File: config.mk
export PLATFORM = sky130hd
export DESIGN_NAME = pms_queue
export DESIGN_NICKNAME = d
export VERILOG_FILES = /design/src/sv/pms_pkg.sv /design/src/sv/pms_queue.sv
export SDC_FILE = /design/constraint.sdc
export NUM_CORES = 1
export LEC_CHECK = 0
export BUFFER_PORTS_ARGS = -buffer_cell sky130_fd_sc_hd__buf_4
export CAP_MARGIN = 0
export CORE_MARGIN = 4
export CORE_UTILIZATION = 55
export CTS_CLUSTER_SIZE = 14
export DETAILED_ROUTE_END_ITERATION = 7
export PLACE_DENSITY = 0.93
export SKIP_LAST_GASP = 1
export SLEW_MARGIN = 20
export SYNTH_ARGS = -nofsm -noshare
export SYNTH_HDL_FRONTEND = slang
export SYNTH_SLANG_ARGS = --single-unit
File: constraint.sdc
create_clock -name i_clk -period 5.36 [get_ports i_clk]
set_clock_uncertainty 0.15 [all_clocks]
set_input_delay 1.072 -clock i_clk [delete_from_list [all_inputs] [get_ports i_clk]]
set_output_delay 1.072 -clock i_clk [all_outputs]
set_load 0.1 [all_outputs]
File: src/sv/pms_pkg.sv
// Shared types and constants for the pixel mirror / sepia stream block.
// No dependencies; the other files but pms_stream_if use it by scoped names.
package pms_pkg;

    localparam int CH_W        = 8;
    localparam int ROW_WIDTH_W = 11;
    localparam int PADDR_W     = 4;
    localparam int PDATA_W     = 32;
    localparam int REG_IDX_W   = 2;

    // Register indexes (byte address = 4 * index)
    localparam logic [REG_IDX_W-1:0] REG_ROW_WIDTH    = 2'd0;
    localparam logic [REG_IDX_W-1:0] REG_FLIP_ENABLE  = 2'd1;
    localparam logic [REG_IDX_W-1:0] REG_SEPIA_ENABLE = 2'd2;

    localparam logic [ROW_WIDTH_W-1:0] ROW_WIDTH_RESET = 11'd1024;

    // Item kinds
    localparam logic KIND_PIXEL = 1'b0;
    localparam logic KIND_DRAIN = 1'b1;

    // Sepia matrix in thousandths
    localparam int COEF_W = 10;
    localparam logic [COEF_W-1:0] SEP_RR = 10'd393;
    localparam logic [COEF_W-1:0] SEP_RG = 10'd769;
    localparam logic [COEF_W-1:0] SEP_RB = 10'd189;
    localparam logic [COEF_W-1:0] SEP_GR = 10'd349;
    localparam logic [COEF_W-1:0] SEP_GG = 10'd686;
    localparam logic [COEF_W-1:0] SEP_GB = 10'd168;
    localparam logic [COEF_W-1:0] SEP_BR = 10'd272;
    localparam logic [COEF_W-1:0] SEP_BG = 10'd534;
    localparam logic [COEF_W-1:0] SEP_BB = 10'd131;

    // Weighted sum width: 1351 * 255 < 2^19
    localparam int SUM_W = 19;
    // Exact floor(s / 1000) for s < 255000: (s * 268436) >> 28
    localparam int RECIP_W     = 19;
    localparam int RECIP_SHIFT = 28;
    localparam logic [RECIP_W-1:0] RECIP_1000 = 19'd268436;
    localparam logic [SUM_W-1:0]   SAT_LIMIT  = 19'd255000;
    localparam logic [CH_W-1:0]    CH_MAX     = 8'd255;

    // Depth of the queue between front and back
    localparam int Q_DEPTH = 2;

    typedef struct packed {
        logic [ROW_WIDTH_W-1:0] row_width;
        logic                   flip_enable;
        logic                   sepia_enable;
    } t_cfg;

    typedef struct packed {
        logic            kind;
        logic [CH_W-1:0] red_in;
        logic [CH_W-1:0] green_in;
        logic [CH_W-1:0] blue_in;
    } t_in_item;

    typedef struct packed {
        logic [CH_W-1:0] red_out;
        logic [CH_W-1:0] green_out;
        logic [CH_W-1:0] blue_out;
        logic            row_end;
    } t_out_item;

endpackage

File: src/sv/pms_queue.sv
// Short flop-based queue decoupling the front end from the color back end.
// Depends on pms_pkg.
module pms_queue (
    input  logic                 i_clk,
    input  logic                 i_rst_n,
    input  logic                 i_valid,
    output logic                 o_ready,
    input  pms_pkg::t_out_item   i_item,
    output logic                 o_valid,
    input  logic                 i_ready,
    output pms_pkg::t_out_item   o_item
);

    localparam int PTR_W = (pms_pkg::Q_DEPTH > 1) ? $clog2(pms_pkg::Q_DEPTH) : 1;
    localparam int CNT_W = $clog2(pms_pkg::Q_DEPTH + 1);

    pms_pkg::t_out_item r_entries [pms_pkg::Q_DEPTH];
    logic [PTR_W-1:0]   r_wptr, n_wptr;
    logic [PTR_W-1:0]   r_rptr, n_rptr;
    logic [CNT_W-1:0]   r_count, n_count;
    logic               push;
    logic               pop;

    assign o_ready = (r_count != CNT_W'(pms_pkg::Q_DEPTH));
    assign o_valid = (r_count != '0);
    assign o_item  = r_entries[r_rptr];
    assign push    = i_valid && o_ready;
    assign pop     = o_valid && i_ready;

    always_comb begin
        n_wptr  = r_wptr;
        n_rptr  = r_rptr;
        n_count = r_count;
        if (push) begin
            n_wptr = (r_wptr == PTR_W'(pms_pkg::Q_DEPTH - 1)) ? '0 : r_wptr + PTR_W'(1);
        end
        if (pop) begin
            n_rptr = (r_rptr == PTR_W'(pms_pkg::Q_DEPTH - 1)) ? '0 : r_rptr + PTR_W'(1);
        end
        if (push && !pop) begin
            n_count = r_count + CNT_W'(1);
        end else if (pop && !push) begin
            n_count = r_count - CNT_W'(1);
        end
    end

    always_ff @(posedge i_clk) begin
        if (!i_rst_n) begin
            r_wptr  <= '0;
            r_rptr  <= '0;
            r_count <= '0;
        end else begin
            r_wptr  <= n_wptr;
            r_rptr  <= n_rptr;
            r_count <= n_count;
        end
    end

    always_ff @(posedge i_clk) begin
        if (push) begin
            r_entries[r_wptr] <= i_item;
        end
    end

endmodule

# After elaboration in Yosys (flattened, before gate mapping)
# Memory sizes are Yosys's and may differ from the RTL's. A register that Yosys moved wholly into a read port is not among the register bits.
# Cells that the tools add are included.
# op_classes
add_sub_neg	4
eq_ne	1
muxes	8
reduce_logical	8
# op_table
op	count
1-bit 2-to-1 mux	6
1-bit logical AND	4
2-bit 2-to-1 mux	2
2-bit nonzero test	2
1-bit adder, second input constant	2
2-bit by 1-bit adder with 2-bit output, second input constant	1
1-bit zero test	2
2-bit inequality test, second input constant	1
2-bit by 1-bit subtractor with 2-bit output, second input constant	1
# word_totals
register_bits	4
mem_bits_rw	50
word_cells	25
memories	1
# mem_list
name	words	width	read_ports	rd_ports_with_merged_regs	wr	line_no	source
r_entries	2	25	1	1	1	pms_queue.sv:17	pms_pkg::t_out_item r_entries [pms_pkg::Q_DEPTH];

# Longest topological paths before layout
# logic_depth
ltp_word	6
ltp_mapped	6

# Least setup slack after synthesis
# OpenSTA, ideal clock, no wires.
# synth_path
path_kind	register to output
from	reg (tool-made name)
to	out o_item[0] (netlist name)
arrival_time_ps	1221
required_ps	4138
path_slack_ps	2917
stages_incl_launch_ff	4
n_path_buf	2
cell_sequence	dfxtp_1 buf_2 buf_2 mux2_2
# synth_lines
item	line_no	source
to (decl)	pms_queue.sv:11	output pms_pkg::t_out_item o_item

==> metrics.md <==
| Metric | Value |
|---|---|
| Status | finished clean |
| IO Count | 56 |
| Routed Antenna Nets | 0 |
| Number of buffers added for setup after CTS | 0 |
| H-tree depth | 2 |
| NumNets Final | 191 |
| Total grt overflow | 0 |
| Slew Limit Fails | 0 |
| N_diodes | 0 |
| Clock tree buffer depth | 2 |
| DRC viols | 0 |
| Multi-input gate area | 421.7 µm² |
| R2r setup slk | 3.41 ns |
| DP HPWL | 2242 µm |
| Share of layout cells above drive strength 1 | 55.56% |
| Drt first pass iters | 4 |
| Syn Area/Cell | 20.01 µm² |
| Clk slew on worst S/H paths | 0.09 ns |
| Initial Utilization | 58.84% |
| Worst hold path class | reg2reg |
| Tcrit/Tclk final | 60.21% |
| Initial antenna violation count | 0 |
| DR iter-0 viols | 41 |
| GPL Wtd Cong | 0.6740 |
| Synth warn | 0 |
| #FFs+latches synth | 55 |
| Core box area | 0.003468 mm² |
| Number of max-cap violations | 0 |
| I/O Buffers | 55 |
| Final instance area | 0.002582 mm² |
| Fin. Hold Viols | 0 |
| Setup TNS | 0 ns |
| Fmax achieved | 0.3099 GHz |
| Chip width | 68.91 µm |
| Tightest Pin Transition | 1.078 ns |
| Post-Syn Nets | 132 |
| CP Max Fanout | 25 |
| Slew headroom | 28.05% |
| RSZ-0062 raised after global routing | false |
| Syn Inst Count | 102 |
| Routed vias | 1021 |
| Hold_buf cts | 0 |
| CTS Buf Count | 5 |
| WL/cell | 15.33 µm |
| Die height | 68.91 µm |
| Seq/Total Area, Yosys | 78.48% |
| Final worst slack | 2.133 ns |
| FF+latch area | 0.001602 mm² |
| Clock Tree Root | clkbuf_8 |
| Worst EP required | 4.14 ns |
| Rows | 21 |
| Fin Hold WS | 0.4327 ns |
| WS Path Type | reg2out |
| CTS tree | done |
| Total GRT Usage | 15.45% |
| Place WS | 2.420 ns |
| CTS resizes | 0 |
| Post-Syn Area | 0.002041 mm² |
| Sink Count | 55 |
| Worst endpoint data arrival time | 2.01 ns |
| Min Clock Period, post-route | 3.227 ns |
| Area Overhead vs Synth | 26.55% |
| Pin count of the biggest net entering global routing | 26 |
| Number of global-route vias before repair | 1130 |
| Fillers | 219 |
| Synth unique cells | 19 |
| Final WL | 3189 µm |
| Die footprint | 0.004749 mm² |
| Post-DP Area | 0.002496 mm² |
| Clock latency on the worst-skew pair | 0.29 ns |
| # setup viols final | 0 |
| First-pass GRT wire length | 5154 µm |
| Vias per cell | 4.909 |
| CP startpoint kind | flip-flop |
| Worst setup EP type | output pin |
-- worst max-delay path: stages (launching register included) --
cell and delay, ns:
dfxtp_1 1.04, mux2_2 0.43, buf_4 0.23
-- flip-flops by register name, indices dropped and copies added (netlist names), named ones only --
name / count
r_entries: 50
r_count: 2
r_rptr: 1
r_wptr: 1
-- cells in the mapped netlist, drive strengths merged --
library cell | instances | area [µm²]
or2 | 1 | 6.260
a21bo | 1 | 10.01
xor2 | 1 | 8.760
nand2b | 1 | 13.76
o21ai | 2 | 10.00
dfxtp | 5 | 100.1
xnor2 | 2 | 17.52
and2 | 4 | 25.02
nand3b | 1 | 7.510
a21boi | 2 | 15.02
inv | 1 | 3.750
buf | 3 | 15.01
edfxtp | 50 | 1501
or3 | 1 | 6.260
ha | 1 | 12.51
and3 | 1 | 6.260
mux2 | 25 | 281.5
-- metrics by stage --
step	util, %	instances
floorplan	-	102
global placement	71.97	200
detailed placement	71.97	200
CTS	74.42	208
global route	74.46	208
finish	74.46	208
-- worst paths after layout --
check                     startpoint                         to  cells after the start
max                        flip-flop                  o_item[5]                      2
min          r_count[1]$_SDFFE_PN0P_    r_count[1]$_SDFFE_PN0P_                      2
max reg2reg  r_count[0]$_SDFFE_PN0P_  r_entries[0][6]$_DFFE_PP_                      3
min reg2reg  r_count[1]$_SDFFE_PN0P_    r_count[1]$_SDFFE_PN0P_                      2
-- cells in the final DEF (no fill, tap or decap), drive strengths merged --
cell type  synthesis  routed
edfxtp            50      50
inv                1       1
dfxtp              5       5
ha                 1       1
a21boi             2       2
buf                3      55
or3                1       1
xor2               1       1
and3               1       1
or2                1       1
nand3b             1       1
a21bo              1       1
clkbuf             0       6
xnor2              2       2
mux2              25      25
o21ai              2       2
and2               4       4
nand2b             1       1
clkinv             0       2
-- layout make-up --
class                      count  area share [%]
multi-input combinational     43           16.33
clock buffer                   6           2.810
clock inverter                 2          0.4845
timing repair buffer          55           15.99
sequential                    55           62.02
inverter                       1          0.1453
tap                           46           2.229
-- per-layer routing --
| layer | GRT usage (%) | share of wire, % |
|---|---|---|
| met5 | 0 | 0 |
| met4 | 5.839 | 1.1 |
| met3 | 3.890 | 6.0 |
| met2 | 29.40 | 58 |
| met1 | 16.11 | 35 |
-- cell families (layout without fill, tap and decap cells) --
kind of cell | count (synthesis) | in the layout | synth area share [%]
DFF | 55 | 55 | 78.48
muxes | 25 | 25 | 13.80
and+or+nand+nor | 9 | 9 | 3.189
AOI/OAI and AO/OA | 5 | 5 | 1.717
buffers and inverters | 4 | 64 | 0.9193
xor gates and xnor gates | 3 | 3 | 1.288
adders and majority gates | 1 | 1 | 0.6130
Power is left out: the tool's default activity adds up to more than one toggle a clock period on the data nets, which glitch-free logic cannot reach.
