==> src/sv/pms_pkg.sv <==
// Shared types and constants for the pixel mirror / sepia stream block.
// No dependencies; the other files but pms_stream_if use it by scoped names.
package pms_pkg;

    localparam int CH_W        = 8;
    localparam int ROW_WIDTH_W = 11;
    localparam int PADDR_W     = 4;
    localparam int PDATA_W     = 32;
    localparam int REG_IDX_W   = 2;

    // Register indexes (byte address = 4 * index)
    localparam logic [REG_IDX_W-1:0] REG_ROW_WIDTH    = 2'd0;
    localparam logic [REG_IDX_W-1:0] REG_FLIP_ENABLE  = 2'd1;
    localparam logic [REG_IDX_W-1:0] REG_SEPIA_ENABLE = 2'd2;

    localparam logic [ROW_WIDTH_W-1:0] ROW_WIDTH_RESET = 11'd1024;

    // Item kinds
    localparam logic KIND_PIXEL = 1'b0;
    localparam logic KIND_DRAIN = 1'b1;

    // Sepia matrix in thousandths
    localparam int COEF_W = 10;
    localparam logic [COEF_W-1:0] SEP_RR = 10'd393;
    localparam logic [COEF_W-1:0] SEP_RG = 10'd769;
    localparam logic [COEF_W-1:0] SEP_RB = 10'd189;
    localparam logic [COEF_W-1:0] SEP_GR = 10'd349;
    localparam logic [COEF_W-1:0] SEP_GG = 10'd686;
    localparam logic [COEF_W-1:0] SEP_GB = 10'd168;
    localparam logic [COEF_W-1:0] SEP_BR = 10'd272;
    localparam logic [COEF_W-1:0] SEP_BG = 10'd534;
    localparam logic [COEF_W-1:0] SEP_BB = 10'd131;

    // Weighted sum width: 1351 * 255 < 2^19
    localparam int SUM_W = 19;
    // Exact floor(s / 1000) for s < 255000: (s * 268436) >> 28
    localparam int RECIP_W     = 19;
    localparam int RECIP_SHIFT = 28;
    localparam logic [RECIP_W-1:0] RECIP_1000 = 19'd268436;
    localparam logic [SUM_W-1:0]   SAT_LIMIT  = 19'd255000;
    localparam logic [CH_W-1:0]    CH_MAX     = 8'd255;

    // Depth of the queue between front and back
    localparam int Q_DEPTH = 2;

    typedef struct packed {
        logic [ROW_WIDTH_W-1:0] row_width;
        logic                   flip_enable;
        logic                   sepia_enable;
    } t_cfg;

    typedef struct packed {
        logic            kind;
        logic [CH_W-1:0] red_in;
        logic [CH_W-1:0] green_in;
        logic [CH_W-1:0] blue_in;
    } t_in_item;

    typedef struct packed {
        logic [CH_W-1:0] red_out;
        logic [CH_W-1:0] green_out;
        logic [CH_W-1:0] blue_out;
        logic            row_end;
    } t_out_item;

endpackage

==> src/sv/pms_regs.sv <==
// APB-style configuration registers: row width, flip enable, sepia enable.
// Depends on pms_pkg.
module pms_regs (
    input  logic                              i_clk,
    input  logic                              i_rst_n,
    input  logic                              psel,
    input  logic                              penable,
    input  logic                              pwrite,
    input  logic [pms_pkg::PADDR_W-1:0]       paddr,
    input  logic [pms_pkg::PDATA_W-1:0]       pwdata,
    output logic [pms_pkg::PDATA_W-1:0]       prdata,
    output logic                              pready,
    output pms_pkg::t_cfg                     o_cfg
);

    logic                              wr_en;
    logic [pms_pkg::REG_IDX_W-1:0]     reg_idx;
    pms_pkg::t_cfg                     r_cfg;
    pms_pkg::t_cfg                     n_cfg;

    assign pready  = 1'b1;
    assign wr_en   = psel & penable & pwrite;
    assign reg_idx = paddr[pms_pkg::PADDR_W-1:2];

    always_comb begin
        n_cfg = r_cfg;
        if (wr_en) begin
            unique case (reg_idx)
                pms_pkg::REG_ROW_WIDTH:    n_cfg.row_width = pwdata[pms_pkg::ROW_WIDTH_W-1:0];
                pms_pkg::REG_FLIP_ENABLE:  n_cfg.flip_enable = pwdata[0];
                pms_pkg::REG_SEPIA_ENABLE: n_cfg.sepia_enable = pwdata[0];
                default:                   n_cfg = r_cfg;
            endcase
        end
    end

    always_comb begin
        unique case (reg_idx)
            pms_pkg::REG_ROW_WIDTH:    prdata = pms_pkg::PDATA_W'(r_cfg.row_width);
            pms_pkg::REG_FLIP_ENABLE:  prdata = pms_pkg::PDATA_W'(r_cfg.flip_enable);
            pms_pkg::REG_SEPIA_ENABLE: prdata = pms_pkg::PDATA_W'(r_cfg.sepia_enable);
            default:                   prdata = '0;
        endcase
    end

    always_ff @(posedge i_clk) begin
        if (!i_rst_n) begin
            r_cfg.row_width    <= pms_pkg::ROW_WIDTH_RESET;
            r_cfg.flip_enable  <= 1'b0;
            r_cfg.sepia_enable <= 1'b0;
        end else begin
            r_cfg <= n_cfg;
        end
    end

    assign o_cfg = r_cfg;

endmodule

==> config.mk <==
export PLATFORM = sky130hd
export DESIGN_NAME = pms_regs
export DESIGN_NICKNAME = d
export VERILOG_FILES = /design/src/sv/pms_pkg.sv /design/src/sv/pms_regs.sv
export SDC_FILE = /design/constraint.sdc
export NUM_CORES = 1
export LEC_CHECK = 0
export BUFFER_PORTS_ARGS = -buffer_cell sky130_fd_sc_hd__buf_2
export CAP_MARGIN = 20
export CORE_ASPECT_RATIO = 1.2
export CORE_MARGIN = 1.5
export CORE_UTILIZATION = 37
export DETAILED_ROUTE_END_ITERATION = 6
export PLACE_DENSITY = 0.92
export SLEW_MARGIN = 20
export SYNTH_ARGS = -nofsm -noshare
export SYNTH_HDL_FRONTEND = slang
export SYNTH_SLANG_ARGS = --single-unit
==> constraint.sdc <==
create_clock -name i_clk -period 1.82 [get_ports i_clk]
set_clock_uncertainty 0.1 [all_clocks]
set_input_delay 0.273 -clock i_clk [delete_from_list [all_inputs] [get_ports i_clk]]
set_output_delay 0.273 -clock i_clk [all_outputs]
set_load 0.01 [all_outputs]
## Word level (Yosys, flattened, before mapping)

Index checks and enable logic that the tools add are counted.
Widths: inputs -> output; s select.

- Equality and inequality tests: 2
- Mux-type cells: 1
- Bitwise logic cells: 2
- Reduce and logical (&&, ||, !) cells: 4

Operator list:

| kind | count |
|---|---|
| $pmux 11 s3 | 1 |
| $reduce_and 2->1 | 3 |
| $and 1x1->1 | 2 |
| $eq 2x1->1 const B | 1 |
| $eq 2x2->1 const B | 1 |
| $logic_not 2->1 | 1 |

- Register bits after elaboration: 13
- Input port bits: 41
- Output and inout bits: 46
- Word-level logic and storage cells: 12

## Logic depth before layout (Yosys ltp)

Gate-level depths: netlist of run 1.

- Depth after elaboration: 3
- Mapped depth: 4
- Depth with buffers taken out: 3

## Worst setup path before layout of run 1

Ideal clock, no wire load.

- Path type: input -> output
- From: input port paddr[2] in the netlist's numbering
- To: output port prdata[1] in the netlist's numbering
- Arrival: 0.814 ns
- Data required time: 1.447 ns
- Slack: 0.633 ns
- Stages: 3
- Path buffers: 1
- Cell sequence: buf_6 > nor2_1 > and2_1

- Longest elaborated chain between the ends: 2

Ends and longest elaborated chain:

| item | RTL line | RTL |
|---|---|---|
| start: declaration | pms_regs.sv:9 | `input logic [pms_pkg::PADDR_W-1:0] paddr,` |
| $eq 2x2->1 (tied with other cells) | pms_regs.sv:38 | `unique case (reg_idx)` |
| $pmux 11 s3 (*) | pms_regs.sv:38 |  |
| end: declaration | pms_regs.sv:11 | `output logic [pms_pkg::PDATA_W-1:0] prdata,` |

Every way passes the cells marked *; elsewhere a longest branch is shown, timed or not.

## Worst setup path after layout of run 1

- From: input port paddr[3] in the netlist's numbering
- To: output port prdata[6] in the netlist's numbering

The elaborated chain is that of the path after synthesis.

==> results_dict.tcl, run 1 <==
set metrics [dict create \
    hp-class "in2reg" \
    firstDrtPassIters 3 \
    yosys-top-cells-area "dfxtp_1 (32%), buf_4 (20%), mux2i_1 (16%), nand2_1 (10%), and2_1 (6.9%)" \
    max_stage_delay_ns 0.40 \
    largest_reg_flops 13 \
    synth-compound-area-share 0.0216 \
    cts_resized 0 \
    clock_latency_ns 0.26 \
    yosysTopAreaCell "dfxtp_1" \
    status "completed" \
    initial_core_util 0.391 \
    synth_top_family_by_area "buffers and inverters" \
    wl_per_cell_um 8.88 \
    antenna_found_initial 0 \
    timing.rr.start "o_cfg[7]" \
    cts_sinks 13 \
    stdcell_count 167 \
    synth_mux_area_frac 0.160 \
    syn_inst 96 \
    r2r_end "o_cfg[7]" \
    powerDensity_mw_per_mm2 550 \
    end_kind "output port" \
    nets 179 \
    async_flop_share 0 \
    grt_max_degree 24 \
    yosys.area_share.simple 0.241 \
    fp.coreArea_mm2 0.00207 \
    fin_setup_tns_ns 0 \
    die-area_mm2 0.00248 \
    num_vias 665 \
    cts_max_path_buffers 2 \
    power_leakage_nw 0.511 \
    synthToLayoutAreaGrowth_pct 20.1 \
    antenna_cells 0 \
    crit_end "prdata[6]" \
    htreeDepth 1 \
    rrSetupSlack_ns 1.11 \
    top_level_ports 87 \
    postCtsSetupBuffers 0 \
    hold_buffers 0 \
    dp_cells 163 \
    die_y_um 54.3 \
    synth_adder_area_share 0 \
    drt_iter0_drc 3 \
    critPathKind "in2out" \
    cts_tree "built" \
    start_kind "primary input" \
    num_rows 18 \
    numPortBuffers 41 \
    routabilityCongestion 0.642 \
    yosys_warnings 0 \
    cts_root_buffer "clkbuf_4" \
    vdd_drop_max_uv 200 \
    ys_ff_latch 13 \
    cp_common_cell "buf_2" \
    syn_avg_cell_area_um2 8.45 \
    ys_types 19 \
    crit_fanout 9 \
    r2r_cells 2 \
    rsz0062_at_grt "no" \
    yosys_most_used_dff "dfxtp_1" \
    cp_data_arrival_time_ns 1.13 \
    crit_chain "buf_2 > nor2_1 > and2_1 > buf_2" \
    synth_top_area_frac 0.321 \
    fin_crit_sh 0.825 \
    gr-total-overflow 0 \
    synthesis.area_um2 811 \
    grt.total_usage 0.121 \
    clkTransAtPathRegs_ns 0.07 \
    drtAntennaViolNets 0 \
    synth.top_cells.by_count "buf_4 (22), nand2_1 (22), dfxtp_1 (13), mux2i_1 (13), and2_1 (9)" \
    synth-xor-area-share 0 \
    post-route-min-period_ns 1.50 \
    worstPathRequired_ns 1.45 \
    seq_area_frac_synth 0.321 \
    drv_slew 0 \
    setup-violations-final 0 \
    slowest_stage "nor2_1" \
    viasPerCell 3.98 \
    grt_pass1_vias 503 \
    max-cap-violations 0 \
    dieWidth_um 45.7 \
    drc_errors 0 \
    cp-startpoint "paddr[3]" \
    clock.fmax_ghz 0.666 \
    synth_edf_count 0 \
    grt_pass1_wl_um 2110 \
    place_hpwl_um 1210 \
    totalWireLength_um 1480 \
    hold_viol 0 \
    numCtsBuffers 3 \
    drive_gt1_frac 0.350 \
]
-- cell families after synthesis --
logic type             count (synthesis)
AO/OA/AOI/OAI                          2
buffers and inverters                 27
flip-flops                            13
multiplexers                          13
other                                  2
AND/OR/NAND/NOR                       39
-- metrics by stage --
| stage | cell area [um^2] | hold WS, ns | total power, mW | utilization | setup WS (ns) |
|---|---|---|---|---|---|
| 4_1_cts | 973 | 0.137 | 0.547 | 0.470 | 0.301 |
| 6_report | 973 | 0.149 | 0.535 | 0.470 | 0.318 |
| 2_1_floorplan | 886 | 0.315 | 0.384 | - | 0.633 |
| 5_1_grt | 973 | 0.148 | 0.570 | 0.470 | 0.187 |
| 3_3_place_gp | 947 | 0.349 | 0.375 | 0.457 | 0.299 |
| 3_5_place_dp | 947 | 0.356 | 0.376 | 0.457 | 0.302 |
-- critical path, delay by kind of cell --
family | cells | cell delay [ns]
AND/OR/NAND/NOR | 2 | 0.59
buffers and inverters | 2 | 0.26
-- area by class of cell --
type                            instances  area (um^2)
Clock buffer                            4         26.3
Multi-Input combinational cell         76          425
Timing Repair Buffer                   43          220
Inverter                                1         3.75
Fill cell                             234         1100
Tap cell                               30         37.5
Sequential cell                        13          260
-- cells in the final DEF (no fill, tap or decap), drive strengths merged --
cell	netlist	final
and2	9	9
buf	25	43
clkbuf	1	4
conb	2	22
dfxtp	13	13
inv	1	1
mux2i	13	13
nand2	22	22
nand3	1	1
nand3b	1	1
nor2	1	1
nor3	2	2
nor3b	2	2
o211ai	1	1
o21ai	1	1
or4b	1	1
-- worst min path at each step --
stage | slack (ns) | cells after the start | start | to
after CTS | 0.14 | 3 | pwdata[4] | o_cfg[6]
after global routing | 0.15 | 3 | pwdata[2] | o_cfg[4]
after floorplan | 0.32 | 2 | pwdata[8] | o_cfg[10]
after detailed placement | 0.36 | 2 | o_cfg[11] | o_cfg[11]
after global placement | 0.35 | 2 | o_cfg[11] | o_cfg[11]
final | 0.15 | 3 | pwdata[4] | o_cfg[6]
-- metal layers --
layer / vias up / wire length [um] / track usage
met4: 0 / 16 / 0.0857
met2: 35 / 726 / 0.200
met5: - / 0 / 0
met3: 2 / 152 / 0.0297
li1: 344 / - / -
met1: 284 / 588 / 0.135
-- power by group --
part / total, mW / internal (mW) / switching, mW
clock network: 0.165 / 0.0846 / 0.0809
logic: 0.0791 / 0.0271 / 0.0520
registers: 0.290 / 0.288 / 0.00237
total: 0.535 / 0.400 / 0.135
Note: power is estimated with default switching activity, not from simulation.
==> inputs of run 2 (changes only) <==
--- a/config.mk
+++ b/config.mk
@@ -9,9 +9,9 @@
 export CAP_MARGIN = 20
 export CORE_ASPECT_RATIO = 1.2
 export CORE_MARGIN = 1.5
-export CORE_UTILIZATION = 37
+export CORE_UTILIZATION = 31
 export DETAILED_ROUTE_END_ITERATION = 6
-export PLACE_DENSITY = 0.92
+export PLACE_DENSITY = 0.83
 export SLEW_MARGIN = 20
 export SYNTH_ARGS = -nofsm -noshare
 export SYNTH_HDL_FRONTEND = slang
==> constraint.sdc (replaced) <==
create_clock -name i_clk -period 1.2 [get_ports i_clk]
set_clock_uncertainty 0.1 [all_clocks]
set_input_delay 0.18 -clock i_clk [delete_from_list [all_inputs] [get_ports i_clk]]
set_output_delay 0.18 -clock i_clk [all_outputs]
set_load 0.01 [all_outputs]
==> run 2 against run 1 <==
Compared with the run above:
- the run now ends with negative setup slack left
- non-clock buffer count is 6 higher
- design area is 6.8% higher
- clock-buffer cell count stayed put
- core utilization decreased by 5.4 points
- global-route usage down 1.3 points
- largest power group unchanged
- largest cell class unchanged
- critical endpoint is now prdata[0]
- total power grew 58%
==> results_dict.tcl, run 2 (synthesis results as in run 1) <==
set metrics [dict create \
    status "finished with violations" \
    violations "negative setup slack" \
    htreeDepth 1 \
    grt_pass1_vias 589 \
    vdd_drop_max_uv 411 \
    setup-violations-final 1 \
    clock_latency_ns 0.27 \
    place_area_um2 993 \
    hp-class "in2reg" \
    nets 185 \
    end_kind "output port" \
    clkTransAtPathRegs_ns 0.08 \
    rsz0062_at_grt "yes" \
    final_common_cell "buf_2" \
    num_vias 705 \
    max-cap-violations 0 \
    cts_tree "built" \
    powerDensity_mw_per_mm2 811 \
    fin_crit_sh 1.00 \
    drc_errors 0 \
    hold_viol 0 \
    fp.coreArea_mm2 0.00250 \
    largest_reg_flops 13 \
    num_rows 20 \
    grt.total_usage 0.109 \
    firstDrtPassIters 4 \
    dieWidth_um 49.7 \
    top_level_ports 87 \
    synthToLayoutAreaGrowth_pct 28.2 \
    antenna_found_initial 0 \
    grt_max_degree 16 \
    post-route-min-period_ns 1.20 \
    clock.fmax_ghz 0.832 \
    cts_sinks 13 \
    wl_per_cell_um 9.21 \
    grt_pass1_wl_um 2440 \
    routabilityCongestion 0.668 \
    hold_buffers 0 \
    drtAntennaViolNets 0 \
    numPortBuffers 41 \
    viasPerCell 4.01 \
    finalInstanceArea_mm2 0.00104 \
    totalWireLength_um 1620 \
    worstPathRequired_ns 0.92 \
    cts_max_path_buffers 2 \
    die_y_um 59.0 \
    detailedPlace.worstSlack_ns 0.0166 \
    drt_iter0_drc 5 \
    place_hpwl_um 1330 \
    cts_root_buffer "clkbuf_4" \
    final_cell_mix "buf_2 (41), nand2_1 (22), conb_1 (22)" \
    die-area_mm2 0.00293 \
    numCtsBuffers 3 \
    power_leakage_nw 0.544 \
    fin_util 0.416 \
    start_kind "flip-flop" \
    gr-total-overflow 0 \
    fin_setup_tns_ns -0.00121 \
    crit_fanout 2 \
    setup_ws_ns -0.00121 \
    initial_core_util 0.324 \
    antenna_cells 0 \
    cp_data_arrival_time_ns 0.92 \
    drv_slew 0 \
    critPathKind "reg2out" \
    drive_gt1_frac 0.413 \
]
[run 2: cell types whose count changed in the layout (fill, tap and decap cells not counted), sizes merged]
cell  previous run  this run
buf             43        49
[run 2: repair_timing]
item | in CTS | in global routing
setup buffers | 2 | 0
pin swaps | 1 | 0
setup endpoints to repair | 2 | 11
hold endpoints to repair | 0 | 0
gates resized for setup | 6 | 0
[run 2: worst paths after layout]
| kind | startpoint | end | slack [ns] | depth (start not counted) |
|---|---|---|---|---|
| setup / recovery | o_cfg[1] | prdata[0] | -0.001 | 3 |
| hold reg to reg | o_cfg[0] | o_cfg[0] | 0.37 | 2 |
| hold / removal | pwdata[5] | o_cfg[7] | 0.05 | 3 |
| setup reg to reg | o_cfg[1] | o_cfg[1] | 0.44 | 3 |
[run 2: layout make-up]
class,instances,area (um^2)
clock buffer,4,26.3
fill,276,1460
inverter,1,3.75
multi-input combinational,76,425
sequential,13,265
tap,33,41.3
timing repair buffer,49,278
[run 2: worst max-delay path: stages (launching register included)]
cell and delay (ns):
dfxtp_2 0.32, mux2i_1 0.12, o21ai_1 0.07, buf_2 0.14
[run 2: power breakdown]
part	internal, mW	switching (mW)	leakage (nW)
combinational	0.0545	0.0829	0.423
sequential	0.437	0.00358	0.106
clock	0.128	0.137	0.0150
total	0.620	0.223	0.544
[run 2: through the flow]
step | std cells | hold slack (ns) | power (mW)
CTS | 176 | 0.0393 | 0.856
global placement | 170 | 0.330 | 0.586
global route | 176 | 0.0449 | 0.904
finish | 176 | 0.0469 | 0.843
floorplan | 116 | 0.222 | 0.582
detailed placement | 170 | 0.335 | 0.587
[run 2: routing by layer]
| metal | vias to the layer above | global-route usage | part of all wire |
|---|---|---|---|
| met4 | 0 | 0.0476 | 0 |
| met3 | 0 | 0.0328 | 0.081 |
| met2 | 36 | 0.194 | 0.51 |
| met5 | - | 0 | 0 |
| met1 | 313 | 0.118 | 0.41 |
| li1 | 356 | - | - |
