### src/sv/pms_pkg.sv
// Shared types and constants for the pixel mirror / sepia stream block.
// No dependencies; the other files but pms_stream_if use it by scoped names.
package pms_pkg;

    localparam int CH_W        = 8;
    localparam int ROW_WIDTH_W = 11;
    localparam int PADDR_W     = 4;
    localparam int PDATA_W     = 32;
    localparam int REG_IDX_W   = 2;

    // Register indexes (byte address = 4 * index)
    localparam logic [REG_IDX_W-1:0] REG_ROW_WIDTH    = 2'd0;
    localparam logic [REG_IDX_W-1:0] REG_FLIP_ENABLE  = 2'd1;
    localparam logic [REG_IDX_W-1:0] REG_SEPIA_ENABLE = 2'd2;

    localparam logic [ROW_WIDTH_W-1:0] ROW_WIDTH_RESET = 11'd1024;

    // Item kinds
    localparam logic KIND_PIXEL = 1'b0;
    localparam logic KIND_DRAIN = 1'b1;

    // Sepia matrix in thousandths
    localparam int COEF_W = 10;
    localparam logic [COEF_W-1:0] SEP_RR = 10'd393;
    localparam logic [COEF_W-1:0] SEP_RG = 10'd769;
    localparam logic [COEF_W-1:0] SEP_RB = 10'd189;
    localparam logic [COEF_W-1:0] SEP_GR = 10'd349;
    localparam logic [COEF_W-1:0] SEP_GG = 10'd686;
    localparam logic [COEF_W-1:0] SEP_GB = 10'd168;
    localparam logic [COEF_W-1:0] SEP_BR = 10'd272;
    localparam logic [COEF_W-1:0] SEP_BG = 10'd534;
    localparam logic [COEF_W-1:0] SEP_BB = 10'd131;

    // Weighted sum width: 1351 * 255 < 2^19
    localparam int SUM_W = 19;
    // Exact floor(s / 1000) for s < 255000: (s * 268436) >> 28
    localparam int RECIP_W     = 19;
    localparam int RECIP_SHIFT = 28;
    localparam logic [RECIP_W-1:0] RECIP_1000 = 19'd268436;
    localparam logic [SUM_W-1:0]   SAT_LIMIT  = 19'd255000;
    localparam logic [CH_W-1:0]    CH_MAX     = 8'd255;

    // Depth of the queue between front and back
    localparam int Q_DEPTH = 2;

    typedef struct packed {
        logic [ROW_WIDTH_W-1:0] row_width;
        logic                   flip_enable;
        logic                   sepia_enable;
    } t_cfg;

    typedef struct packed {
        logic            kind;
        logic [CH_W-1:0] red_in;
        logic [CH_W-1:0] green_in;
        logic [CH_W-1:0] blue_in;
    } t_in_item;

    typedef struct packed {
        logic [CH_W-1:0] red_out;
        logic [CH_W-1:0] green_out;
        logic [CH_W-1:0] blue_out;
        logic            row_end;
    } t_out_item;

endpackage

### src/sv/pms_back.sv
// Back end: optional sepia matrix in two stages (weighted sums, then
// divide by 1000 with saturation) ending in the output register.
// Depends on pms_pkg.
module pms_back (
    input  logic                 i_clk,
    input  logic                 i_rst_n,
    input  logic                 i_sepia_enable,
    input  logic                 i_valid,
    output logic                 o_ready,
    input  pms_pkg::t_out_item   i_item,
    output logic                 o_valid,
    input  logic                 i_ready,
    output pms_pkg::t_out_item   o_item
);

    localparam int SW = pms_pkg::SUM_W;
    localparam int PW = pms_pkg::SUM_W + pms_pkg::RECIP_W;

    function automatic logic [pms_pkg::CH_W-1:0] div_sat(input logic [SW-1:0] s);
        logic [PW-1:0] p;
        p = PW'(s) * PW'(pms_pkg::RECIP_1000);
        if (s >= pms_pkg::SAT_LIMIT) begin
            return pms_pkg::CH_MAX;
        end
        return p[pms_pkg::RECIP_SHIFT +: pms_pkg::CH_W];
    endfunction

    logic               adv1;
    logic               adv2;
    logic [SW-1:0]      sum_r, sum_g, sum_b;
    logic [SW-1:0]      r_b1_sum_r, r_b1_sum_g, r_b1_sum_b;
    pms_pkg::t_out_item r_b1_item;
    logic               r_b1_v;
    pms_pkg::t_out_item r_b2_item;
    logic               r_b2_v;
    pms_pkg::t_out_item n_b2_item;

    assign adv2    = !r_b2_v || i_ready;
    assign adv1    = !r_b1_v || adv2;
    assign o_ready = adv1;

    assign sum_r = SW'(pms_pkg::SEP_RR) * SW'(i_item.red_out)
                 + SW'(pms_pkg::SEP_RG) * SW'(i_item.green_out)
                 + SW'(pms_pkg::SEP_RB) * SW'(i_item.blue_out);
    assign sum_g = SW'(pms_pkg::SEP_GR) * SW'(i_item.red_out)
                 + SW'(pms_pkg::SEP_GG) * SW'(i_item.green_out)
                 + SW'(pms_pkg::SEP_GB) * SW'(i_item.blue_out);
    assign sum_b = SW'(pms_pkg::SEP_BR) * SW'(i_item.red_out)
                 + SW'(pms_pkg::SEP_BG) * SW'(i_item.green_out)
                 + SW'(pms_pkg::SEP_BB) * SW'(i_item.blue_out);

    always_comb begin
        n_b2_item = r_b1_item;
        if (i_sepia_enable) begin
            n_b2_item.red_out   = div_sat(r_b1_sum_r);
            n_b2_item.green_out = div_sat(r_b1_sum_g);
            n_b2_item.blue_out  = div_sat(r_b1_sum_b);
        end
    end

    always_ff @(posedge i_clk) begin
        if (!i_rst_n) begin
            r_b1_v <= 1'b0;
            r_b2_v <= 1'b0;
        end else begin
            if (adv1) begin
                r_b1_v <= i_valid;
            end
            if (adv2) begin
                r_b2_v <= r_b1_v;
            end
        end
    end

    always_ff @(posedge i_clk) begin
        if (adv1 && i_valid) begin
            r_b1_sum_r <= sum_r;
            r_b1_sum_g <= sum_g;
            r_b1_sum_b <= sum_b;
            r_b1_item  <= i_item;
        end
        if (adv2 && r_b1_v) begin
            r_b2_item <= n_b2_item;
        end
    end

    assign o_valid = r_b2_v;
    assign o_item  = r_b2_item;

endmodule

### config.mk
export PLATFORM = sky130hd
export DESIGN_NAME = pms_back
export DESIGN_NICKNAME = d
export VERILOG_FILES = /design/src/sv/pms_pkg.sv /design/src/sv/pms_back.sv
export SDC_FILE = /design/constraint.sdc
export NUM_CORES = 1
export LEC_CHECK = 0
export BUFFER_PORTS_ARGS = -buffer_cell sky130_fd_sc_hd__buf_2
export CORE_ASPECT_RATIO = 1.5
export CORE_MARGIN = 5
export CORE_UTILIZATION = 46
export DETAILED_ROUTE_END_ITERATION = 8
export SYNTH_ARGS = -nofsm -noshare
export SYNTH_HDL_FRONTEND = slang
export SYNTH_SLANG_ARGS = --single-unit
### constraint.sdc
create_clock -name i_clk -period 7.49 [get_ports i_clk]
set_clock_uncertainty 0.15 [all_clocks]
set_input_delay 0.3745 -clock i_clk [delete_from_list [all_inputs] [get_ports i_clk]]
set_output_delay 0.3745 -clock i_clk [all_outputs]
set_load 0.02 [all_outputs]
; ---- Word level (Yosys, flattened, before mapping)
; Index checks and enable logic that the tools add are counted.
[op_classes]
n_addsub = 6
n_mul = 12
order_cmp = 3
muxes = 13
n_reduce_logical = 6
[ops]
columns = cell, n
row1 = multiplier 19 x 17 -> 34 bit (second input constant), 3
row2 = multiplier 9 x 8 -> 17 bit (first input constant), 4
row3 = adder 17 x 18 -> 19 bit, 3
row4 = adder 19 x 16 -> 19 bit, 3
row5 = >= comparator 19 x 18 -> 1 bit (second input constant), 3
row6 = 2-to-1 mux 8 bit, 6
row7 = multiplier 8 x 8 -> 16 bit (first input constant), 2
row8 = multiplier 5 x 8 -> 13 bit (first input constant), 2
row9 = 2-to-1 mux 24 bit, 1
row10 = multiplier 10 x 8 -> 18 bit (first input constant), 1
row11 = 2-to-1 mux 1 bit, 6
row12 = logical AND 1 bit, 2
row13 = zero test 1 bit, 2
row14 = logical OR 1 bit, 2
[totals]
reg_bits = 109
input_bits = 30
output_inout_bits = 27
word_cells = 53

; ---- Logic depth before layout (Yosys ltp)
; Gate-level depths: netlist (run 1).
[depth]
depth_word = 5
ltp_mapped = 28
depth_no_buf = 28

; ---- Worst setup path after synthesis (run 1)
; No wires, ideal clock.
[synth_timing]
path_type = input to register
from = input i_item[14] (netlist bit)
to = register r_b1_sum_g[17], data pin
setup_time_ps = 265
arrival_ps = 7032
required_ps = 7075
setup_slack_ps = 43
stages = 25
n_path_buf = 0
path_cell_list = fa_1 inv_1 fa_1 fa_1 fa_1 inv_1 ha_1 a21oi_1 xnor2_1 ha_1 inv_1 fa_1 fa_1 inv_1 fa_1 inv_1 fa_1 inv_1 ha_1 a21o_1 a31o_2 a41oi_1 a211oi_1 and4_1 or3_1
[synth_via]
elab_chain_len = 3
[synth_lines]
columns = element, line
row1 = from (decl), pms_back.sv:10  ; input pms_pkg::t_out_item i_item,
row2 = multiplier 9 x 8 -> 17 bit, pms_back.sv:46  ; + SW'(pms_pkg::SEP_GG) * SW'(i_item.green_out)
row3 = adder 17 x 18 -> 19 bit, pms_back.sv:46
row4 = adder 19 x 16 -> 19 bit, pms_back.sv:47  ; + SW'(pms_pkg::SEP_GB) * SW'(i_item.blue_out);
row5 = named net sum_g[17], pms_back.sv:30  ; logic [SW-1:0] sum_r, sum_g, sum_b;
row6 = to (signal assigned), pms_back.sv:78  ; r_b1_sum_g <= sum_g;
row7 = to (decl), pms_back.sv:31  ; logic [SW-1:0] r_b1_sum_r, r_b1_sum_g, r_b1_sum_b;
; The timed path passes the listed nets, and every way through them passes these cells.
; A chain may end at the register's enable or synchronous reset.

; ---- Worst setup path in the final report (run 1)
[layout_timing]
from = input i_item[14] (netlist bit)
to = register r_b1_sum_g[18], data pin
; The elaborated chain is that of the path after synthesis.

==> results of run 1 <==
[layout make-up]
type | instances | area (sq um)
diodes | 1 | 2.502
clock buffers | 11 | 232.7
clock inverters | 5 | 40.04
fillers | 5230 | 28450
inverters | 744 | 2793
multi-input cells | 1727 | 20300
flip-flops and latches | 107 | 3193
well taps | 763 | 954.7
repair buffers | 106 | 668.1
[through the flow]
| step | hold WS, ns | utilization (%) | TNS (ns) | worst slack, ns | area (sq um) |
|---|---|---|---|---|---|
| 2_1_floorplan | 0.2503 | - | 0 | 0.04255 | 26260 |
| 3_3_place_gp | 0.2652 | 49.20 | -0.2482 | -0.2070 | 27860 |
| 3_5_place_dp | 0.2740 | 49.20 | -0.5828 | -0.3025 | 27860 |
| 4_1_cts | 0.02602 | 49.68 | 0 | 0.09067 | 28140 |
| 5_1_grt | 0.03578 | 49.76 | -0.003499 | -0.003499 | 28180 |
| 6_report | 0.04504 | 49.76 | 0 | 0.2557 | 28180 |
[layer usage]
metal	track usage, %	routed length, microns	vias to the layer above
met5	0	0	-
met4	6.958	2126	0
met3	1.465	1350	100
met2	38.01	31550	235
met1	24.77	25010	8760
li1	-	-	8669
[worst max path at each step]
stage                                 to  slack [ns]  cells after the start
after detailed placement  r_b1_sum_g[17]       -0.30                     26
final                     r_b1_sum_g[18]        0.26                     26
after floorplan           r_b1_sum_g[17]        0.04                     25
after global placement    r_b1_sum_g[17]       -0.21                     26
after CTS                 r_b1_sum_g[17]        0.09                     26
after global routing      r_b1_sum_g[17]      -0.003                     26
[cell usage after synthesis, types with 15 or more instances]
master / count
a21o_1: 35
ha_1: 799
nand2_1: 55
o22a_1: 15
nor2_1: 43
nor2b_1: 22
a21oi_1: 88
nand3_1: 30
inv_1: 744
nor3_1: 25
xnor2_1: 65
o21ai_0: 35
xor2_1: 22
edfxtp_1: 105
fa_1: 319
[logic make-up after synthesis]
| group | count (synthesis) |
|---|---|
| DFF | 107 |
| and+or+nand+nor | 242 |
| AOI/OAI and AO/OA | 280 |
| adders and majority gates | 1118 |
| buffers and inverters | 749 |
| xor gates and xnor gates | 87 |
[flip-flops by register name, indices dropped and copies added (netlist names)]
register	cells
o_item	25
r_b1_item	22
r_b1_sum_b	19
r_b1_sum_g	19
r_b1_sum_r	19
n_b2_item	1
o_valid	1
r_b1_v	1
[repair_timing]
action                     4_1_cts  5_1_grt
setup endpoints to repair        0        2
gates resized for setup          0        7
buffers inserted                 0        1
[layout by cell type (no fill, tap or decap), drive strengths merged, types with 11 or more instances in the layout]
master  synthesis  final
nor3           25     25
nor4           11     11
nand2          55     55
xnor2          65     65
a21oi          89     89
o21ai          42     42
nor2b          22     22
nor2           43     43
xor2           22     22
clkbuf          4     11
nand4          12     12
buf             1    106
and3           12     12
a21o           35     35
inv           744    744
o22a           15     15
ha            799    799
fa            319    319
edfxtp        105    105
nand3          30     30
[critical path, cell delays in order]
cell      delay (ns)
buf_2           0.12
fa_1            0.52
inv_1           0.05
fa_1            0.52
fa_2            0.59
fa_1            0.42
inv_2           0.09
ha_4            0.20
a21oi_2         0.15
xnor2_1         0.13
ha_1            0.25
inv_1           0.08
fa_1            0.46
fa_1            0.50
inv_1           0.06
fa_1            0.52
inv_1           0.05
fa_1            0.54
inv_1           0.05
ha_1            0.31
buf_4           0.15
buf_4           0.13
a31o_1          0.22
a41oi_1         0.35
a21oi_1         0.16
o311ai_1        0.27
==> run summary, run 1 <==
TritonCTS clock tree: yes
Async SR Flop Fraction: 0%
DR DRC count: 0
crit start category: primary input
Hold WC Path Type: primary input to flip-flop
total CTS buffers: 9
dpl cells: 3446
largest area contributor in the netlist: ha_1
simple-gate share of the synthesized area: 4.680%
boundary pin count: 57
Reg2Reg Depth: 17
outcome: finished, final reports clean
Vias: 17760
# rows: 107
post-synthesis compound-gate area fraction: 7.153%
Crit Reg-Reg Endpoint: o_item[16]
FMAX: 0.1382 GHz
CP Capture Type: flip-flop
drt pass-1 iters: 5
fin cells: 3464
worst relative slew slack: 39.89%
total track usage: 20.39%
Num Clock Sinks: 107
Synth Net Count: 3731
endpoints failing hold: 0
routed len/inst: 17.33 microns
Slew Viols, Final: 0
Crit Path Class: primary input to flip-flop
DRT iter0 DRCs: 647
pin count of the biggest net entering global routing: 52
crit share post-route: 96.59%
Hold-fix buffers, CTS: 0
Mean Syn Cell Area: 10.17 sq um
Syn Inst Count: 2583
Hold Startpoint: i_item[0]
H-tree levels: 3
sequential area share after synthesis: 12.16%
Post-Synth XOR/XNOR Area: 2.902%
Worst-Margin Slew: 0.8899 ns
area grow syn2layout: 7.329%
routed wire length: 60040 microns
root buffer cell: clkbuf_16
Die H: 302.6 microns
clk slew on worst S/H paths: 0.08 ns
Arrival @ worst endpoint: 7.27 ns
MaxCap Viol Count: 0
Longest Clk Path Bufs: 2
detailed-placement wirelength estimate: 52270 microns
Initial Utilization: 46.36%
top-area cell type share of the netlist area: 38.07%
flop2flop setup slack: 1.27 ns
worst hold stages: 1
WP data required: 7.53 ns
Top FF cell, synth: edfxtp_1
R2R Path Start: r_b1_sum_g[7]
Final setup viols: 0
first-pass GRT wire length: 99680 microns
drt via density: 5.128
Final ANT Viol Nets: 0
Synth Register Bits: 107
Ys Warns: 0
crit-path max FO: 3
initial antenna violation count: 3
CP startpoint: i_item[14]
vias in the first global route: 19870
Final nets: 3843
combinational family with the most area after synthesis: adder cells
EDFF count, synth: 105
Hold Path End: n_b2_item[0]
Final min period: 7.234 ns
Die W: 205.1 microns
largest cells by area after synthesis: ha_1 (38%), fa_1 (24%), edfxtp_1 (12%)
share of cells above drive strength 1: 5.222%
mux cell area share after synthesis: 0%
remaining global-route overflow: 0
Adder-Cell Fraction of Synth Area: 62.40%
Port Buf Inserts: 56
placeable core area: 56630 sq um
DIE AREA: 62060 sq um
gpl congestion: 0.9070
clock latency at the later pin of the worst-skew pair: 0.37 ns
synthesized area: 26260 sq um
Cell variety after synth: 65
Power of run 1 is left out: the tool's default activity adds up to more than one toggle a clock period on the data nets, which glitch-free logic cannot reach.
==> run 2: changes to the inputs <==
--- a/config.mk
+++ b/config.mk
@@ -10,6 +10,7 @@
 export CORE_MARGIN = 5
 export CORE_UTILIZATION = 46
 export DETAILED_ROUTE_END_ITERATION = 8
+export GPL_TIMING_DRIVEN = 0
 export SYNTH_ARGS = -nofsm -noshare
 export SYNTH_HDL_FRONTEND = slang
 export SYNTH_SLANG_ARGS = --single-unit
==> run summary, run 2 (synthesis results as in run 1) <==
DR DRC count: 0
max reg flops: 25
slowest cell on the critical path: fa_1
total CTS buffers: 9
TritonCTS clock tree: yes
crit share post-route: 96.64%
storage element area: 3193 sq um
share of cells above drive strength 1: 3.842%
Crit Reg-Reg Endpoint: o_item[15]
pin count of the biggest net entering global routing: 54
RSZ-0062 raised after global routing: yes
detailed-placement wirelength estimate: 51250 microns
drt pass-1 iters: 7
CP startpoint: i_item[16]
endpoints failing hold: 0
Vias: 17730
remaining global-route overflow: 0
crit start category: primary input
Util after Layout: 49.32%
Final setup viols: 0
hold slack: 0.01870 ns
Longest Clk Path Bufs: 2
Arrival @ worst endpoint: 7.22 ns
Initial Utilization: 46.36%
CP Capture Type: flip-flop
Final nets: 3798
DRT iter0 DRCs: 607
Final ANT Viol Nets: 0
outcome: finished, final reports clean
Filler Cell Count: 5189
area grow syn2layout: 6.381%
Reg2Reg Depth: 17
routed len/inst: 17.53 microns
Crit Path Class: primary input to flip-flop
R2R Path Start: r_b1_sum_g[8]
Max stage delay on crit path: 0.57 ns
crit-path max FO: 12
Bufs and invs on worst path: 7
Worst path most repeated cell: fa_1
Hold WC Path Type: primary input to flip-flop
clk slew on worst S/H paths: 0.09 ns
Slew Viols, Final: 0
Num Clock Sinks: 107
vias in the first global route: 19720
antenna cell count: 0
drt via density: 5.188
flop2flop setup slack: 1.62 ns
MaxCap Viol Count: 0
DIE AREA: 62060 sq um
root buffer cell: clkbuf_16
worst relative slew slack: 35.58%
H-tree levels: 3
WP data required: 7.47 ns
# rows: 107
crit path capture: r_b1_sum_g[17]
Port Buf Inserts: 55
Die H: 302.6 microns
first-pass GRT wire length: 99080 microns
placeable core area: 56630 sq um
Final min period: 7.238 ns
commonest non-fill, non-tap cells in the layout: ha_1 (793), inv_1 (739), fa_1 (319), edfxtp_1 (105), a21oi_1 (86)
clock latency at the later pin of the worst-skew pair: 0.38 ns
multi-input logic area: 20330 sq um
total track usage: 20.28%
CP delay by family, top: adder cells
gpl congestion: 0.8948
critical path depth in cells: 26
initial antenna violation count: 1
Die W: 205.1 microns
commonest non-fill, non-tap cell in the layout: ha_1
Worst-Margin Slew: 0.9662 ns
routed wire length: 59930 microns
FMAX: 0.1382 GHz
boundary pin count: 57
## run 2: changes by cell type in the layout (fill, tap and decap cells not counted), sizes merged
cell,before,now
buf,106,56
clkbuf,11,14
bufinv,0,1
inv,744,748
clkinv,2,1
diode,1,0
clkinvlp,3,1
## run 2: layout make-up
type | count | area share (%)
multi-input combinational | 1727 | 72.79
sequential | 107 | 11.43
inverter | 744 | 9.998
tap | 763 | 3.418
timing repair buffer | 56 | 1.201
clock buffer | 9 | 0.8063
clock inverter | 7 | 0.2912
buffer | 5 | 0.06719
## run 2: worst min path at each step
stage | from | endpoint | slack (ns) | cells after the start
floorplan | n_b2_item[0] | o_item[0] | 0.25 | 0
global placement | n_b2_item[0] | o_item[0] | 0.26 | 0
detailed placement | n_b2_item[0] | o_item[0] | 0.27 | 0
CTS | i_item[0] | n_b2_item[0] | 0.005 | 1
global route | i_item[0] | n_b2_item[0] | 0.004 | 1
finish | i_item[0] | n_b2_item[0] | 0.02 | 1
## run 2: stage by stage
step	setup slack, ns	setup TNS [ns]	area (sq um)	instances
3_3_place_gp	-0.8025	-2.313	27490	3401
3_5_place_dp	-0.8128	-2.346	27520	3402
4_1_cts	0.002994	0	27870	3418
2_1_floorplan	0.04255	0	26260	2583
6_report	0.2519	0	27930	3418
5_1_grt	-0.002454	-0.002454	27930	3418
## run 2: per-layer routing
layer | track usage [%] | wire [microns]
met5 | 0 | 0
met4 | 7.006 | 2326
met3 | 1.657 | 1356
met2 | 38.12 | 31530
met1 | 24.17 | 24710
## run 2: timing repair
action	CTS	global route
resized for setup	7	24
pin swaps	0	15
hold buffers	0	0
setup endpoints to repair	2	4
buffers inserted	0	0
Power of run 2 is left out for the same reason.
==> run 3: changes to the inputs <==
--- a/config.mk
+++ b/config.mk
@@ -5,6 +5,7 @@
 export SDC_FILE = /design/constraint.sdc
 export NUM_CORES = 1
 export LEC_CHECK = 0
+export ABC_AREA = 1
 export BUFFER_PORTS_ARGS = -buffer_cell sky130_fd_sc_hd__buf_2
 export CORE_ASPECT_RATIO = 1.5
 export CORE_MARGIN = 5
==> run summary, run 3 <==
detailed-placement wirelength estimate: 61980 microns
top-count cell post-synth: inv_1
Final nets: 4684
Max stage delay on crit path: 0.56 ns
Mean Syn Cell Area: 8.430 sq um
boundary pin count: 57
H-tree levels: 3
endpoints failing hold: 0
Top FF cell, synth: edfxtp_1
MaxCap Viol Count: 0
EDFF count, synth: 105
total track usage: 21.65%
initial antenna violation count: 3
DR DRC count: 0
commonest non-fill, non-tap cell in the layout: inv_1
Ys Warns: 0
TritonCTS clock tree: yes
Initial Utilization: 46.22%
gpl congestion: 0.9109
metal3 WL: 1278 microns
largest area contributor in the netlist: ha_1
Async SR Flop Fraction: 0%
area grow syn2layout: 5.971%
placeable core area: 63200 sq um
max reg flops: 25
remaining global-route overflow: 0
Worst-Margin Slew: 0.6649 ns
Placed Area: 30570 sq um
flop2flop setup slack: 2.33 ns
pin count of the biggest net entering global routing: 75
clk slew on worst S/H paths: 0.08 ns
commonest non-fill, non-tap cells in the layout: inv_1 (976), ha_1 (799), nand2_1 (561), fa_1 (319), nor2_1 (168)
Num Clock Sinks: 107
Hold WC Path Type: primary input to flip-flop
crit share post-route: 96.17%
total CTS buffers: 9
sequential area share after synthesis: 10.93%
root buffer cell: clkbuf_16
WP data required: 7.48 ns
largest cells by area after synthesis: ha_1 (34%), fa_1 (22%), inv_1 (13%)
crit-path max FO: 9
Synth Net Count: 4613
Synth Register Bits: 107
Metal-1 WL: 27900 microns
share of cells above drive strength 1: 3.897%
Port Buf Inserts: 56
Vias: 21580
slowest cell on the critical path: fa_1
FMAX: 0.1388 GHz
top-area cell type share of the netlist area: 34.22%
DIE AREA: 68740 sq um
Final setup viols: 0
Syn Inst Count: 3465
Crit Path Class: primary input to flip-flop
routed len/inst: 16.38 microns
first-pass GRT wire length: 117900 microns
crit start category: primary input
Cell variety after synth: 47
Longest Clk Path Bufs: 2
Arrival @ worst endpoint: 7.20 ns
Die H: 318.6 microns
Top Layer Used: met5
Final min period: 7.203 ns
routed wire length: 71180 microns
# rows: 113
Slew Viols, Final: 0
Synth top cells by count: inv_1 (977), ha_1 (799), nand2_1 (561), fa_1 (319), nor2_1 (168)
synthesized area: 29210 sq um
drt via density: 4.963
vias in the first global route: 23360
hold slack: 0.07063 ns
DRT iter0 DRCs: 878
Layout Cell Area excl Fill: 30950 sq um
worst relative slew slack: 55.68%
Die W: 215.8 microns
outcome: finished, final reports clean
CP Capture Type: flip-flop
clock latency at the later pin of the worst-skew pair: 0.39 ns
drt pass-1 iters: 5
Final ANT Viol Nets: 0
met2 WL: 39430 microns
Worst path most repeated cell: fa_1
[run 3: worst paths after layout]
path,start,endpoint,cells past startpoint
worst max register to register,r_b1_sum_b[9],o_item[8],20
worst min register to register,n_b2_item[0],o_item[0],0
worst min-delay path,i_rst_n,r_b1_v,3
worst max-delay path,i_item[14],r_b1_sum_g[16],29
[run 3: critical path, delay by kind of cell]
| kind | cells | cell delay [ns] |
|---|---|---|
| buffers and inverters | 8 | 0.55 |
| AOI/OAI and AO/OA | 4 | 0.54 |
| and+or+nand+nor | 4 | 0.32 |
| xor gates and xnor gates | 2 | 0.28 |
| adders and majority gates | 11 | 5.09 |
[run 3: cells by family after synthesis]
kind of cell | after synthesis | share of synthesized area, %
AO/OA/AOI/OAI | 244 | 4.785
XOR/XNOR | 72 | 2.159
adder cells (fa/ha/maj) | 1118 | 56.09
buffers and inverters | 986 | 12.67
flip-flops | 107 | 10.93
AND/OR/NAND/NOR | 938 | 13.36
[run 3: timing repair]
action,in CTS,in global routing
hold endpoints to repair,1,0
gates resized for setup,3,5
endpoints found under the setup margin,5,7
hold buffers,1,0
setup buffers,0,1
[run 3: cell type report]
type                            instances  area, sq um
Antenna cell                            1        2.502
Buffer                                  2        7.507
Clock buffer                            9        225.2
Clock inverter                          7        113.9
Fill cell                            6209        32240
Inverter                              984         3697
Multi-Input combinational cell       2372        22350
Sequential cell                       107         3193
Tap cell                              805         1007
Timing Repair Buffer                   60        362.8
[run 3: stage by stage]
step | utilization, % | cells | setup TNS [ns] | setup WS [ns]
2_1_floorplan | - | 3465 | 0 | 0.4145
3_3_place_gp | 48.26 | 4326 | -3.054 | -0.4768
3_5_place_dp | 48.37 | 4328 | -3.631 | -0.5578
4_1_cts | 48.93 | 4345 | 0 | 0.02839
5_1_grt | 48.98 | 4346 | -0.08175 | -0.04982
6_report | 48.98 | 4347 | 0 | 0.2869
[run 3: per-layer routing]
layer  up-vias  global-route usage (%)
met2       262                   43.35
met4         2                   7.372
met3       125                   1.484
met1     10260                   23.69
met5         -                       0
li1      10920                       -
Power of run 3 is left out for the same reason.
